[src/rtl/oase_pkg.sv]
package oase_pkg;

  // fixed field widths
  localparam int unsigned CMD_W    = 4;
  localparam int unsigned SLOT_W   = 7;
  localparam int unsigned WORD_W   = 32;
  localparam int unsigned CNT_W    = 7;
  localparam int unsigned STAT_W   = 3;
  localparam int unsigned WIDE_W   = 40;
  localparam int unsigned DIVD_W   = 48;
  localparam int unsigned STEP_W   = 6;
  localparam int unsigned IN_TDATA_W  = 40;
  localparam int unsigned OUT_TDATA_W = 168;

  localparam int unsigned CAPACITY_DEF = 64;

  // command codes
  localparam logic [CMD_W-1:0] CMD_APPEND = 4'd0;
  localparam logic [CMD_W-1:0] CMD_INSERT = 4'd1;
  localparam logic [CMD_W-1:0] CMD_DELETE = 4'd2;
  localparam logic [CMD_W-1:0] CMD_SEARCH = 4'd3;
  localparam logic [CMD_W-1:0] CMD_DUMP   = 4'd4;
  localparam logic [CMD_W-1:0] CMD_SORT   = 4'd5;
  localparam logic [CMD_W-1:0] CMD_SUM    = 4'd6;
  localparam logic [CMD_W-1:0] CMD_AVG    = 4'd7;
  localparam logic [CMD_W-1:0] CMD_MINMAX = 4'd8;

  // status codes
  localparam logic [STAT_W-1:0] ST_OK       = 3'd0;
  localparam logic [STAT_W-1:0] ST_FULL     = 3'd1;
  localparam logic [STAT_W-1:0] ST_EMPTY    = 3'd2;
  localparam logic [STAT_W-1:0] ST_INVALID  = 3'd3;
  localparam logic [STAT_W-1:0] ST_NOTFOUND = 3'd4;

  typedef enum logic [4:0] {
    S_IDLE, S_ERR,
    S_INS_RD, S_INS_WR, S_INS_PUT,
    S_DEL_RD0, S_DEL_GET, S_DEL_RD, S_DEL_WR, S_DEL_PUT,
    S_CNT_RD, S_CNT_CHK, S_FND_RD, S_FND_CHK,
    S_DMP_RD, S_DMP_OUT,
    S_SRT_RA, S_SRT_RB, S_SRT_CMP, S_SRT_WB,
    S_ACC_RD, S_ACC_USE, S_DIV, S_DONE
  } state_e;

  // one result transaction
  typedef struct packed {
    logic              last;
    logic [CNT_W-1:0]  held;
    logic [WIDE_W-1:0] mean_q8;
    logic [WIDE_W-1:0] total;
    logic [SLOT_W-1:0] where;
    logic [WORD_W-1:0] upper_word;
    logic [WORD_W-1:0] word;
    logic [STAT_W-1:0] status;
  } res_t;

endpackage

[src/rtl/ordered_array_store_engine_top.sv]
// Array store engine: keeps up to CAPACITY signed words in a memory with one read and one
// write port and runs one command at a time under a sequencer (append, insert, delete, search,
// dump, bubble sort, sum, Q8 average, min/max). Every memory visit is a read step and a use
// step; insert and delete visit memory once per shifted entry; search walks the elements twice,
// once to count matches and once to report them; sort makes n*(n-1)/2 compares and writes back
// the pair when it is swapped; the average adds a pass through the bit-serial divider. For a
// valid command the input is not ready until the command has delivered its final result into
// the output register, and each result waits there until taken.
module ordered_array_store_engine_top #(
  parameter int unsigned CAPACITY = oase_pkg::CAPACITY_DEF
) (
  input  logic                             clk_i,
  input  logic                             rst_ni,
  input  logic                             s_axis_tvalid_i,
  output logic                             s_axis_tready_o,
  // slot [6:0], operand [38:7], zero pad [39]
  input  logic [oase_pkg::IN_TDATA_W-1:0]  s_axis_tdata_i,
  // command [3:0]
  input  logic [oase_pkg::CMD_W-1:0]       s_axis_tuser_i,
  output logic                             m_axis_tvalid_o,
  input  logic                             m_axis_tready_i,
  // status [2:0], word [34:3], upper_word [66:35], where [73:67], total [113:74],
  // mean_q8 [153:114], held [160:154], zero pad [167:161]
  output logic [oase_pkg::OUT_TDATA_W-1:0] m_axis_tdata_o,
  output logic                             m_axis_tlast_o
);
  import oase_pkg::*;

  localparam int unsigned AW = $clog2(CAPACITY);
  localparam logic [CNT_W-1:0] CAP = CNT_W'(CAPACITY);

  state_e            state_q, state_d;
  logic [CMD_W-1:0]  cmd_q, cmd_d;
  logic [SLOT_W-1:0] slot_q, slot_d;
  logic [WORD_W-1:0] opnd_q, opnd_d;
  logic [CNT_W-1:0]  count_q, count_d;
  logic [CNT_W-1:0]  idx_q, idx_d;
  logic [CNT_W-1:0]  hits_q, hits_d;
  logic [CNT_W-1:0]  seen_q, seen_d;
  logic [CNT_W-1:0]  lim_q, lim_d;
  logic [WORD_W-1:0] tmp_q, tmp_d;
  logic [WIDE_W-1:0] acc_q, acc_d;
  logic [WORD_W-1:0] lo_q, lo_d, hi_q, hi_d;
  logic [STAT_W-1:0] err_q, err_d;
  logic              ovalid_q, ovalid_d;
  res_t              out_q, out_d;
  res_t              res;
  logic              emit, can_emit;

  logic [WORD_W-1:0] store_mem [CAPACITY];
  logic [WORD_W-1:0] rdata_q;
  logic [CNT_W-1:0]  raddr;
  logic [CNT_W-1:0]  waddr;
  logic [WORD_W-1:0] wdata;
  logic              we;

  logic              div_start, div_done;
  logic [WIDE_W-1:0] div_quot;

  logic [CMD_W-1:0]  in_cmd;
  logic [SLOT_W-1:0] in_slot;
  logic [WORD_W-1:0] in_opnd;
  logic              match;

  assign in_cmd   = s_axis_tuser_i;
  assign in_slot  = s_axis_tdata_i[SLOT_W-1:0];
  assign in_opnd  = s_axis_tdata_i[SLOT_W+WORD_W-1:SLOT_W];
  assign can_emit = !ovalid_q || m_axis_tready_i;
  assign match    = rdata_q == opnd_q;

  // element memory, registered read
  always_ff @(posedge clk_i) begin
    if (we) begin
      store_mem[waddr[AW-1:0]] <= wdata;
    end
    rdata_q <= store_mem[raddr[AW-1:0]];
  end

  // divider for the average
  oase_div u_div (
    .clk_i      (clk_i),
    .rst_ni     (rst_ni),
    .start_i    (div_start),
    .dividend_i ({acc_d, 8'b0}),
    .divisor_i  (count_q),
    .done_o     (div_done),
    .quot_o     (div_quot)
  );

  // sequencer
  always_comb begin
    state_d   = state_q;
    cmd_d     = cmd_q;
    slot_d    = slot_q;
    opnd_d    = opnd_q;
    count_d   = count_q;
    idx_d     = idx_q;
    hits_d    = hits_q;
    seen_d    = seen_q;
    lim_d     = lim_q;
    tmp_d     = tmp_q;
    acc_d     = acc_q;
    lo_d      = lo_q;
    hi_d      = hi_q;
    err_d     = err_q;
    raddr     = idx_q;
    waddr     = idx_q;
    wdata     = rdata_q;
    we        = 1'b0;
    div_start = 1'b0;
    emit      = 1'b0;
    res       = '0;
    res.held  = count_q;
    res.last  = 1'b1;

    unique case (state_q)
      S_IDLE: begin
        if (s_axis_tvalid_i) begin
          cmd_d  = in_cmd;
          slot_d = in_slot;
          opnd_d = in_opnd;
          idx_d  = '0;
          hits_d = '0;
          seen_d = '0;
          acc_d  = '0;
          if (in_cmd > CMD_MINMAX) begin
            state_d = S_IDLE;
          end else if (in_cmd == CMD_APPEND || in_cmd == CMD_INSERT) begin
            if (count_q >= CAP) begin
              err_d   = ST_FULL;
              state_d = S_ERR;
            end else if (in_cmd == CMD_INSERT && in_slot > count_q) begin
              err_d   = ST_INVALID;
              state_d = S_ERR;
            end else begin
              if (in_cmd == CMD_APPEND) begin
                slot_d = count_q;
              end
              idx_d   = count_q;
              state_d = (count_q > slot_d) ? S_INS_RD : S_INS_PUT;
            end
          end else if (count_q == '0) begin
            err_d   = ST_EMPTY;
            state_d = S_ERR;
          end else begin
            priority case (in_cmd)
              CMD_DELETE: begin
                if (in_slot >= count_q) begin
                  err_d   = ST_INVALID;
                  state_d = S_ERR;
                end else begin
                  idx_d   = in_slot;
                  state_d = S_DEL_RD0;
                end
              end
              CMD_SEARCH: state_d = S_CNT_RD;
              CMD_DUMP:   state_d = S_DMP_RD;
              CMD_SORT: begin
                lim_d   = count_q - CNT_W'(1);
                state_d = (count_q == CNT_W'(1)) ? S_DONE : S_SRT_RA;
              end
              default:    state_d = S_ACC_RD;
            endcase
          end
        end
      end

      S_ERR: begin
        if (can_emit) begin
          emit       = 1'b1;
          res.status = err_q;
          res.word   = (err_q == ST_NOTFOUND) ? opnd_q : '0;
          state_d    = S_IDLE;
        end
      end

      // insert: shift entries right from the top
      S_INS_RD: begin
        raddr   = idx_q - CNT_W'(1);
        state_d = S_INS_WR;
      end
      S_INS_WR: begin
        we      = 1'b1;
        idx_d   = idx_q - CNT_W'(1);
        state_d = (idx_d > slot_q) ? S_INS_RD : S_INS_PUT;
      end
      S_INS_PUT: begin
        if (can_emit) begin
          we        = 1'b1;
          waddr     = slot_q;
          wdata     = opnd_q;
          count_d   = count_q + CNT_W'(1);
          emit      = 1'b1;
          res.word  = opnd_q;
          res.where = slot_q;
          res.held  = count_d;
          state_d   = S_IDLE;
        end
      end

      // delete: capture the word, shift entries left
      S_DEL_RD0: state_d = S_DEL_GET;
      S_DEL_GET: begin
        tmp_d   = rdata_q;
        state_d = (idx_q + CNT_W'(1) < count_q) ? S_DEL_RD : S_DEL_PUT;
      end
      S_DEL_RD: begin
        raddr   = idx_q + CNT_W'(1);
        state_d = S_DEL_WR;
      end
      S_DEL_WR: begin
        we      = 1'b1;
        idx_d   = idx_q + CNT_W'(1);
        state_d = (idx_d + CNT_W'(1) < count_q) ? S_DEL_RD : S_DEL_PUT;
      end
      S_DEL_PUT: begin
        if (can_emit) begin
          count_d   = count_q - CNT_W'(1);
          emit      = 1'b1;
          res.word  = tmp_q;
          res.where = slot_q;
          res.held  = count_d;
          state_d   = S_IDLE;
        end
      end

      // search: count matches, then report them
      S_CNT_RD: state_d = S_CNT_CHK;
      S_CNT_CHK: begin
        hits_d = hits_q + CNT_W'(match);
        if (idx_q + CNT_W'(1) < count_q) begin
          idx_d   = idx_q + CNT_W'(1);
          state_d = S_CNT_RD;
        end else if (hits_d == '0) begin
          err_d   = ST_NOTFOUND;
          state_d = S_ERR;
        end else begin
          idx_d   = '0;
          state_d = S_FND_RD;
        end
      end
      S_FND_RD: state_d = S_FND_CHK;
      S_FND_CHK: begin
        if (match) begin
          if (can_emit) begin
            emit      = 1'b1;
            res.word  = opnd_q;
            res.where = idx_q;
            seen_d    = seen_q + CNT_W'(1);
            res.last  = seen_d == hits_q;
            idx_d     = idx_q + CNT_W'(1);
            state_d   = (res.last || idx_d >= count_q) ? S_IDLE : S_FND_RD;
          end
        end else begin
          idx_d   = idx_q + CNT_W'(1);
          state_d = (idx_d < count_q) ? S_FND_RD : S_IDLE;
        end
      end

      // dump every element
      S_DMP_RD: state_d = S_DMP_OUT;
      S_DMP_OUT: begin
        if (can_emit) begin
          emit      = 1'b1;
          res.word  = rdata_q;
          res.where = idx_q;
          idx_d     = idx_q + CNT_W'(1);
          res.last  = idx_d == count_q;
          state_d   = res.last ? S_IDLE : S_DMP_RD;
        end
      end

      // bubble sort, one compare and swap at a time
      S_SRT_RA: state_d = S_SRT_RB;
      S_SRT_RB: begin
        tmp_d   = rdata_q;
        raddr   = idx_q + CNT_W'(1);
        state_d = S_SRT_CMP;
      end
      S_SRT_CMP, S_SRT_WB: begin
        if (state_q == S_SRT_CMP && $signed(tmp_q) > $signed(rdata_q)) begin
          we      = 1'b1;
          state_d = S_SRT_WB;
        end else begin
          if (state_q == S_SRT_WB) begin
            we    = 1'b1;
            waddr = idx_q + CNT_W'(1);
            wdata = tmp_q;
          end
          if (idx_q + CNT_W'(1) < lim_q) begin
            idx_d   = idx_q + CNT_W'(1);
            state_d = S_SRT_RA;
          end else if (lim_q == CNT_W'(1)) begin
            state_d = S_DONE;
          end else begin
            lim_d   = lim_q - CNT_W'(1);
            idx_d   = '0;
            state_d = S_SRT_RA;
          end
        end
      end

      // sum, min and max in one walk
      S_ACC_RD: state_d = S_ACC_USE;
      S_ACC_USE: begin
        acc_d = acc_q + {{(WIDE_W-WORD_W){rdata_q[WORD_W-1]}}, rdata_q};
        if (idx_q == '0 || $signed(rdata_q) < $signed(lo_q)) begin
          lo_d = rdata_q;
        end
        if (idx_q == '0 || $signed(rdata_q) > $signed(hi_q)) begin
          hi_d = rdata_q;
        end
        if (idx_q + CNT_W'(1) < count_q) begin
          idx_d   = idx_q + CNT_W'(1);
          state_d = S_ACC_RD;
        end else if (cmd_q == CMD_AVG) begin
          div_start = 1'b1;
          state_d   = S_DIV;
        end else begin
          state_d = S_DONE;
        end
      end
      S_DIV: begin
        if (div_done) begin
          state_d = S_DONE;
        end
      end

      S_DONE: begin
        if (can_emit) begin
          emit           = 1'b1;
          res.word       = (cmd_q == CMD_MINMAX) ? lo_q : '0;
          res.upper_word = (cmd_q == CMD_MINMAX) ? hi_q : '0;
          res.total      = (cmd_q == CMD_SUM) ? acc_q : '0;
          res.mean_q8    = (cmd_q == CMD_AVG) ? div_quot : '0;
          state_d        = S_IDLE;
        end
      end

      default: state_d = S_IDLE;
    endcase

    ovalid_d = emit || (ovalid_q && !m_axis_tready_i);
    out_d    = emit ? res : out_q;
  end

  // control registers
  always_ff @(posedge clk_i or negedge rst_ni) begin
    if (!rst_ni) begin
      state_q  <= S_IDLE;
      count_q  <= '0;
      ovalid_q <= 1'b0;
    end else begin
      state_q  <= state_d;
      count_q  <= count_d;
      ovalid_q <= ovalid_d;
    end
  end

  // working registers
  always_ff @(posedge clk_i) begin
    cmd_q  <= cmd_d;
    slot_q <= slot_d;
    opnd_q <= opnd_d;
    idx_q  <= idx_d;
    hits_q <= hits_d;
    seen_q <= seen_d;
    lim_q  <= lim_d;
    tmp_q  <= tmp_d;
    acc_q  <= acc_d;
    lo_q   <= lo_d;
    hi_q   <= hi_d;
    err_q  <= err_d;
    out_q  <= out_d;
  end

  // ports
  assign s_axis_tready_o = state_q == S_IDLE;
  assign m_axis_tvalid_o = ovalid_q;
  assign m_axis_tlast_o  = out_q.last;
  assign m_axis_tdata_o  = {{(OUT_TDATA_W-$bits(res_t)+1){1'b0}},
                            out_q.held, out_q.mean_q8, out_q.total, out_q.where,
                            out_q.upper_word, out_q.word, out_q.status};

  // checks
  a_count_cap: assert property (@(posedge clk_i) disable iff (!rst_ni)
    count_q <= CAP) else $error("element count above capacity");
  a_div_avg: assert property (@(posedge clk_i) disable iff (!rst_ni)
    state_q == S_DIV |-> cmd_q == CMD_AVG) else $error("divider used outside average");
  a_walk_range: assert property (@(posedge clk_i) disable iff (!rst_ni)
    (state_q == S_ACC_USE || state_q == S_DMP_OUT) |-> idx_q < count_q)
    else $error("walk index past count");
  a_seen_hits: assert property (@(posedge clk_i) disable iff (!rst_ni)
    state_q == S_FND_CHK |-> seen_q < hits_q) else $error("search reported too many hits");

endmodule

[src/rtl/oase_div.sv]
module oase_div (
  input  logic                          clk_i,
  input  logic                          rst_ni,
  input  logic                          start_i,
  input  logic [oase_pkg::DIVD_W-1:0]   dividend_i,
  input  logic [oase_pkg::CNT_W-1:0]    divisor_i,
  output logic                          done_o,
  output logic [oase_pkg::WIDE_W-1:0]   quot_o
);
  import oase_pkg::*;

  logic              busy_q;
  logic              done_q;
  logic [STEP_W-1:0] step_q;
  logic [CNT_W-1:0]  rem_q;
  logic [CNT_W-1:0]  dvs_q;
  logic [DIVD_W-1:0] dq_q;
  logic              neg_q;
  logic [CNT_W:0]    rem_sh;
  logic              ge;
  logic [CNT_W:0]    rem_nx;
  logic [DIVD_W-1:0] mag;

  // one restoring step per cycle while busy
  assign rem_sh = {rem_q, dq_q[DIVD_W-1]};
  assign ge     = rem_sh >= {1'b0, dvs_q};
  assign rem_nx = ge ? rem_sh - {1'b0, dvs_q} : rem_sh;
  assign mag    = dividend_i[DIVD_W-1] ? -dividend_i : dividend_i;

  always_ff @(posedge clk_i or negedge rst_ni) begin
    if (!rst_ni) begin
      busy_q <= 1'b0;
      done_q <= 1'b0;
      step_q <= '0;
    end else begin
      done_q <= 1'b0;
      if (start_i) begin
        busy_q <= 1'b1;
        step_q <= '0;
      end else if (busy_q) begin
        step_q <= step_q + STEP_W'(1);
        if (step_q == STEP_W'(DIVD_W - 1)) begin
          busy_q <= 1'b0;
          done_q <= 1'b1;
        end
      end
    end
  end

  always_ff @(posedge clk_i) begin
    if (start_i) begin
      dq_q  <= mag;
      rem_q <= '0;
      dvs_q <= divisor_i;
      neg_q <= dividend_i[DIVD_W-1];
    end else if (busy_q) begin
      dq_q  <= {dq_q[DIVD_W-2:0], ge};
      rem_q <= rem_nx[CNT_W-1:0];
    end
  end

  // sign restored, truncated toward zero
  logic [DIVD_W-1:0] q_signed;
  assign q_signed = neg_q ? -dq_q : dq_q;
  assign quot_o   = q_signed[WIDE_W-1:0];
  assign done_o   = done_q;

endmodule
[config.mk]
export PLATFORM = sky130hd
export DESIGN_NAME = ordered_array_store_engine_top
export DESIGN_NICKNAME = d
export VERILOG_FILES = /design/src/rtl/oase_pkg.sv /design/src/rtl/ordered_array_store_engine_top.sv /design/src/rtl/oase_div.sv
export SDC_FILE = /design/constraint.sdc
export NUM_CORES = 2
export LEC_CHECK = 0
export BUFFER_PORTS_ARGS = -buffer_cell sky130_fd_sc_hd__buf_4
export CAP_MARGIN = 40
export CORE_MARGIN = 3
export CORE_UTILIZATION = 41
export CTS_CLUSTER_SIZE = 28
export DETAILED_ROUTE_END_ITERATION = 10
export PLACE_DENSITY = 0.66
export SYNTH_ARGS = -nofsm -noshare
export SYNTH_HDL_FRONTEND = slang
export SYNTH_SLANG_ARGS = --single-unit
export TNS_END_PERCENT = 5
[constraint.sdc]
create_clock -name clk_i -period 8.3 [get_ports clk_i]
set_clock_uncertainty 0.05 [all_clocks]
set_input_delay 1.245 -clock clk_i [delete_from_list [all_inputs] [get_ports clk_i]]
set_output_delay 1.245 -clock clk_i [all_outputs]
set_load 0.03 [all_outputs]
### After elaboration in Yosys (flattened, before gate mapping)

Memories as Yosys holds them, arrays and structs flattened. A register that Yosys moved wholly into a read port is not among the register bits.
Cells that the tools add are included.

* add/sub/neg operators: 13
* magnitude comparators: 14
* equal/unequal tests: 60
* muxes and demuxes: 137
* reductions and logical operators: 41

Operators with widths (count)
* 32-bit two-way mux: 10
* 7-bit two-way mux: 44
* 32-bit case mux with 6 select lines: 1
* 48-bit two-way mux: 3
* 5-bit case mux with 20 select lines: 1
* 40-bit two-way mux: 2
* 40-bit case mux with 2 select lines: 1
* 32-bit greater-than comparator: 2
* 32-bit case mux with 2 select lines: 1
* 3-bit two-way mux: 19
* 7-bit case mux with 2 select lines: 4
* 7-bit case mux with 8 select lines: 1
* 48-bit negation: 1
* 5-bit two-way mux: 9
* 40-bit adder: 1
* 5-bit by 4-bit equality test with 1-bit output (second input constant): 8
* 5-bit equality test (second input constant): 8
* 40-bit negation: 1
* 35-bit two-way mux: 1
* 32-bit equality test: 1
* 32-bit < comparator: 1
* 6-bit two-way mux: 5
* 7-bit by 1-bit adder with 7-bit output (second input constant): 4
* 4-bit two-way mux: 7
* other kinds (52): 129

* flip-flop bits (word level): 456
* bits in writable memories: 2048
* output and inout bits: 171
* word-level logic and storage cells: 296
* memories: 1

Memories
* store_mem: depth 64, width 32, rd ports 1, clocked after memory_dff 1, write ports 1, RTL line ordered_array_store_engine_top.sv:50 `logic [WORD_W-1:0] store_mem [CAPACITY];`

### Depth between registers and ports, before layout

* word-level depth: 16
* depth in mapped cells: 18

### Modules after synthesis

Synthesis repeated with hierarchy kept, for this count alone.

* cell total of the unflattened synthesis: 8036
* area total of the unflattened synthesis: 107909.7 sq um

Modules (own cells, without submodules)
* ordered_array_store_engine_top: instances 1, cells each 7457, area an instance 102595.9 sq um, sequential area each 73235.2 sq um
* oase_div: instances 1, cells each 579, area an instance 5313.8 sq um, sequential area each 2021.9 sq um

### Least setup slack after synthesis

OpenSTA, ideal clock, no wires.

* kind: input -> register
* start: input m_axis_tready_i
* end: register out_q (netlist bit m_axis_tdata_o[0]) (enable)
* library setup time: 541 ps
* data arrival time: 5751 ps
* data required time: 7709 ps
* setup slack: 1957 ps
* stages on the path: 6
* path buffers: 3
* path through: nor2b_1 -> clkbuf_1 -> clkbuf_1 -> inv_1 -> clkbuf_1 -> and2_1

* cells in the longest elaborated chain, start to end: 4

RTL lines
* start: declaration: RTL line ordered_array_store_engine_top.sv:21 `input logic m_axis_tready_i,`
* 1-bit logical OR *: RTL line ordered_array_store_engine_top.sv:68 `assign can_emit = !ovalid_q || m_axis_tready_i;`
* 1-bit two-way mux *
* 1-bit two-way mux: RTL line ordered_array_store_engine_top.sv:244 `if (match) begin`
* 1-bit case mux with 2 select lines *: RTL line ordered_array_store_engine_top.sv:116 `unique case (state_q)`
* via emit: RTL line ordered_array_store_engine_top.sv:48 `logic emit, can_emit;`
* end signal: assignment: RTL line ordered_array_store_engine_top.sv:374 `out_q <= out_d;`
* end: declaration: RTL line ordered_array_store_engine_top.sv:46 `res_t out_q, out_d;`

The timed path passes the listed nets; every way through them passes the cells marked *.
A chain may end at the register's enable or synchronous reset.

### Worst setup path after layout

* start: register rdata_q[9], read port of store_mem
* end: memory store_mem[38][6] (enable)

* cells in the longest elaborated chain, start to end: 6

RTL lines
* start: declaration: RTL line ordered_array_store_engine_top.sv:51 `logic [WORD_W-1:0] rdata_q;`
* 32-bit greater-than comparator *: RTL line ordered_array_store_engine_top.sv:281 `if (state_q == S_SRT_CMP && $signed(tmp_q) > $signed(rdata_q)) begin`
* 1-bit logical AND *: RTL line ordered_array_store_engine_top.sv:281
* 1-bit two-way mux: RTL line ordered_array_store_engine_top.sv:281
* 1-bit case mux with 3 select lines: RTL line ordered_array_store_engine_top.sv:116
* 1-bit two-way mux: RTL line ordered_array_store_engine_top.sv:73 `if (we) begin`
* 1-bit two-way mux (not written as such): RTL line ordered_array_store_engine_top.sv:74 `store_mem[waddr[AW-1:0]] <= wdata;`
* end: declaration: RTL line ordered_array_store_engine_top.sv:50

Every way passes the cells marked *; elsewhere a longest branch is shown, timed or not.

==> out/qor.txt <==
Final Cycle Share -> 70.0%
Final worst setup slack -> 2.49 ns
Clock buffer depth -> 4
DRC viols -> 0
Largest stage delay on the critical path -> 0.87 ns
GRT overflow -> 0
Final hold viol count -> 0
Clock Sinks -> 2536
H-Tree Depth -> 5
CP max-delay cell -> nor2_4
Pin count of the biggest net entering global routing -> 150
Vias in the first global route -> 57800
Met2 usage -> 31.7%
Share of the synthesized area in the top cell type -> 68.1%
Leak -> 41.7 nW
Crit path time final -> 5.81 ns
PwrDens -> 437 mW/mm^2
R2R Setup Slk -> 2.49 ns
Post-CTS Hold Buffers -> 0
Critical path arrival -> 6.27 ns
# port buffers -> 210
Syn Inst Count -> 6112
Commonest cells post-synth -> edfxtp_1 (2436), mux4_2 (512), mux2i_1 (502), nor2_1 (302), nand2_1 (225)
Mapped Avg Cell Area -> 17.6 um^2
WS Path Type -> flop to flop
Final nets -> 6744
Post-CTS resize count -> 0
Critical Path RT -> 8.76 ns
Post-route cell area -> 0.123 mm^2
Number of antenna violations at the first check in global routing -> 10
Io pins -> 219
Die area -> 0.268 mm^2
Total CTS buffers -> 270
Clk root buf -> clkbuf_16
Global placer's final weighted congestion -> 0.921
Finished Layout Cells -> 10200
Die width -> 518 um
Worst-skew pair later-pin latency -> 0.84 ns
Cell variety after synth -> 96
Placed instance count -> 9717
Post-CTS Setup Bufs -> 0
Startpoint Class -> flop
Final WL -> 270000 um
First drt pass iteration count -> 8
Met1 Resource Use GR -> 28.1%
Area growth syn-to-layout -> 14.8%
Synth Register Bits -> 2536
Starting density of the core -> 41.3%
Worst min path class -> primary input to asynchronous set/reset pin
Crit Path Max Fanout -> 19
Synth Area in Adders -> 2.35%
Post-place instance area -> 0.115 mm^2
First-pass GRT wire length -> 396000 um
Slew @ Worst Pin -> 0.987 ns
GR Util met3 -> 3.12%
CP endpoint kind -> flop
Synth top area cells -> edfxtp_1 (68%), mux4_2 (11%), mux2i_1 (4.7%)
Area leader, netlist -> edfxtp_1
Vias -> 58400
Compound-cell area share of the yosys netlist -> 4.31%
Max-Cap Viols -> 0
Area occupied by multi-input gates -> 0.0308 mm^2
Initial drt markers -> 6083
FFs w/ async S/R, synth -> 0.828%
RSZ-0062 raised after global routing -> false
Worst slew margin -> 33.3%
Via density -> 5.73
Slew Limit Fails -> 0
Worst path most repeated cell -> a21o_1
Number of enable flip-flop cells after synthesis -> 2436
Mapped Area -> 0.107 mm^2
Main combinational cell family by area after synthesis -> multiplexers
CTS tree -> done
Chip height -> 518 um
Fillers -> 21700
GRT Max-Usage Layer -> met2
Post-synthesis simple-gate area fraction -> 4.55%
Top-count cell post-synth -> edfxtp_1
VDD IR-drop max -> 0.812 mV
Clock-pin slew on the worst setup and hold paths -> 0.06 ns
Outcome -> completed
Post-DR wirelength/cell -> 26.5 um
Mux contribution to synthesized area -> 15.4%
Register area share after synthesis -> 70.0%
Pwr Total -> 53.9 mW
Final HPWL from detailed placement -> 175000 um
Crit path cell chain -> inv_1 > ha_1 > a21o_1 > a21o_1 > a21o_1 > a21o_1 > a221oi_1 > a2bb2oi_1 > a31oi_1 > or3_1 > a21boi_1 > buf_4 > nand2_1 > nor2_4 > buf_4
Reg2Reg Depth -> 15
Xor/xnor share of the synthesized area -> 1.40%
Global Route Usage Sum -> 19.7%
Core area -> 0.260 mm^2
Share of cells above drive strength 1 -> 21.1%
FMAX -> 172 MHz
Final setup fails -> 0
Post-route setup TNS -> 0 ns
Warnings from Yosys -> 0
FF/Latch Area -> 0.0753 mm^2
Ys flop type -> edfxtp_1
Detail Route Antenna Nets -> 0
Pre-CTS WS -> 2.51 ns
Num rows -> 187
==> cells in the final DEF, fill, tap and decap left out, drive strengths merged, types with 19 or more instances in the layout <==
| cell | n |
|---|---|
| clkbuf | 320 |
| and3 | 25 |
| nand2b | 29 |
| a31oi | 24 |
| a222oi | 31 |
| nand2 | 225 |
| a22oi | 44 |
| a21oi | 130 |
| dfrtp | 21 |
| nand4 | 59 |
| or3 | 34 |
| edfxtp | 2436 |
| nor2 | 302 |
| nor3 | 59 |
| nor2b | 32 |
| ha | 199 |
| inv | 201 |
| o21ai | 173 |
| nor4 | 49 |
| o21a | 24 |
| dfxtp | 79 |
| a21o | 53 |
| buf | 418 |
| xnor2 | 110 |
| xor2 | 62 |
| and2 | 61 |
| mux2i | 502 |
| a221o | 40 |
| o31ai | 19 |
| nand3 | 72 |
| clkinv | 135 |
| mux4 | 512 |
==> logic make-up (layout without fill, tap and decap cells) <==
family          count (synthesis)  count (layout)
buf+inv                       516            1094
fa+ha+maj                     201             201
other cells                     1              10
xor+xnor                      172             172
compound gates                676             676
simple gates                  993             993
mux                          1017            1017
flops                        2536            2536
==> routing by layer <==
metal,up-vias,part of all wire (%)
li1,25300,-
met1,30500,43
met2,2157,48
met3,368,6.8
met4,0,2.3
met5,-,0
==> final timing paths <==
| kind | start | endpoint |
|---|---|---|
| worst max-delay path | rdata_q[9]$_DFF_P_ | store_mem[38][6]$_DFFE_PP_ |
| worst min-delay path | rst_ni | u_div.busy_q$_DFF_PN0_ |
| worst max register to register | rdata_q[9]$_DFF_P_ | store_mem[38][6]$_DFFE_PP_ |
| worst min register to register | u_div.rem_q[6]$_SDFFE_PP0P_ | u_div.rem_q[6]$_SDFFE_PP0P_ |
| max in group asynchronous | rst_ni | u_div.step_q[3]$_DFFE_PN0P_ |
| min in group clk_i | u_div.rem_q[6]$_SDFFE_PP0P_ | u_div.rem_q[6]$_SDFFE_PP0P_ |
==> critical path, delay by kind of cell (launching register included) <==
family | cells | cell delay (ns)
AO/OA/AOI/OAI | 8 | 1.99
adder cells (fa/ha/maj) | 1 | 0.31
buffers and inverters | 3 | 0.74
flip-flops | 1 | 0.58
AND/OR/NAND/NOR | 3 | 1.79
==> flip-flops by register name, summed over array words and instances (netlist names), 3 cells and up <==
name / flops
lim_q: 7
lo_q: 32
m_axis_tdata_o: 161
u_div.step_q: 6
u_div.rem_q: 7
acc_q: 40
idx_q: 7
u_div.dvs_q: 7
cmd_q: 4
tmp_q: 32
seen_q: 7
hi_q: 32
rdata_q: 32
hits_q: 7
opnd_q: 32
slot_q: 7
err_q: 3
u_div.dq_q: 48
count_q: 7
store_mem: 2048
state_q: 5
==> per-stage QoR <==
| stage | util (%) | hold WS, ns |
|---|---|---|
| floorplan | - | 0.397 |
| global placement | 43.9 | 0.407 |
| detailed placement | 44.2 | 0.438 |
| CTS | 47.4 | 0.249 |
| global route | 47.4 | 0.295 |
| finish | 47.4 | 0.301 |
==> report_power, final <==
| part | total [mW] | switching [mW] | internal (mW) | leakage [nW] |
|---|---|---|---|---|
| clock | 11.4 | 4.84 | 6.56 | 4.06 |
| sequential | 18.4 | 0.856 | 17.5 | 22.9 |
| combinational | 24.1 | 14.9 | 9.26 | 14.7 |
==> final cells by class <==
type,instances,area share (%)
antenna,3,0.00608
clock buffer,319,5.72
clock inverter,154,0.980
inverter,202,0.614
multi-input combinational,3066,25.0
sequential,2536,61.0
tap,3496,3.54
timing repair buffer,419,3.18
No activity file was read; power rests on OpenSTA's default activity.
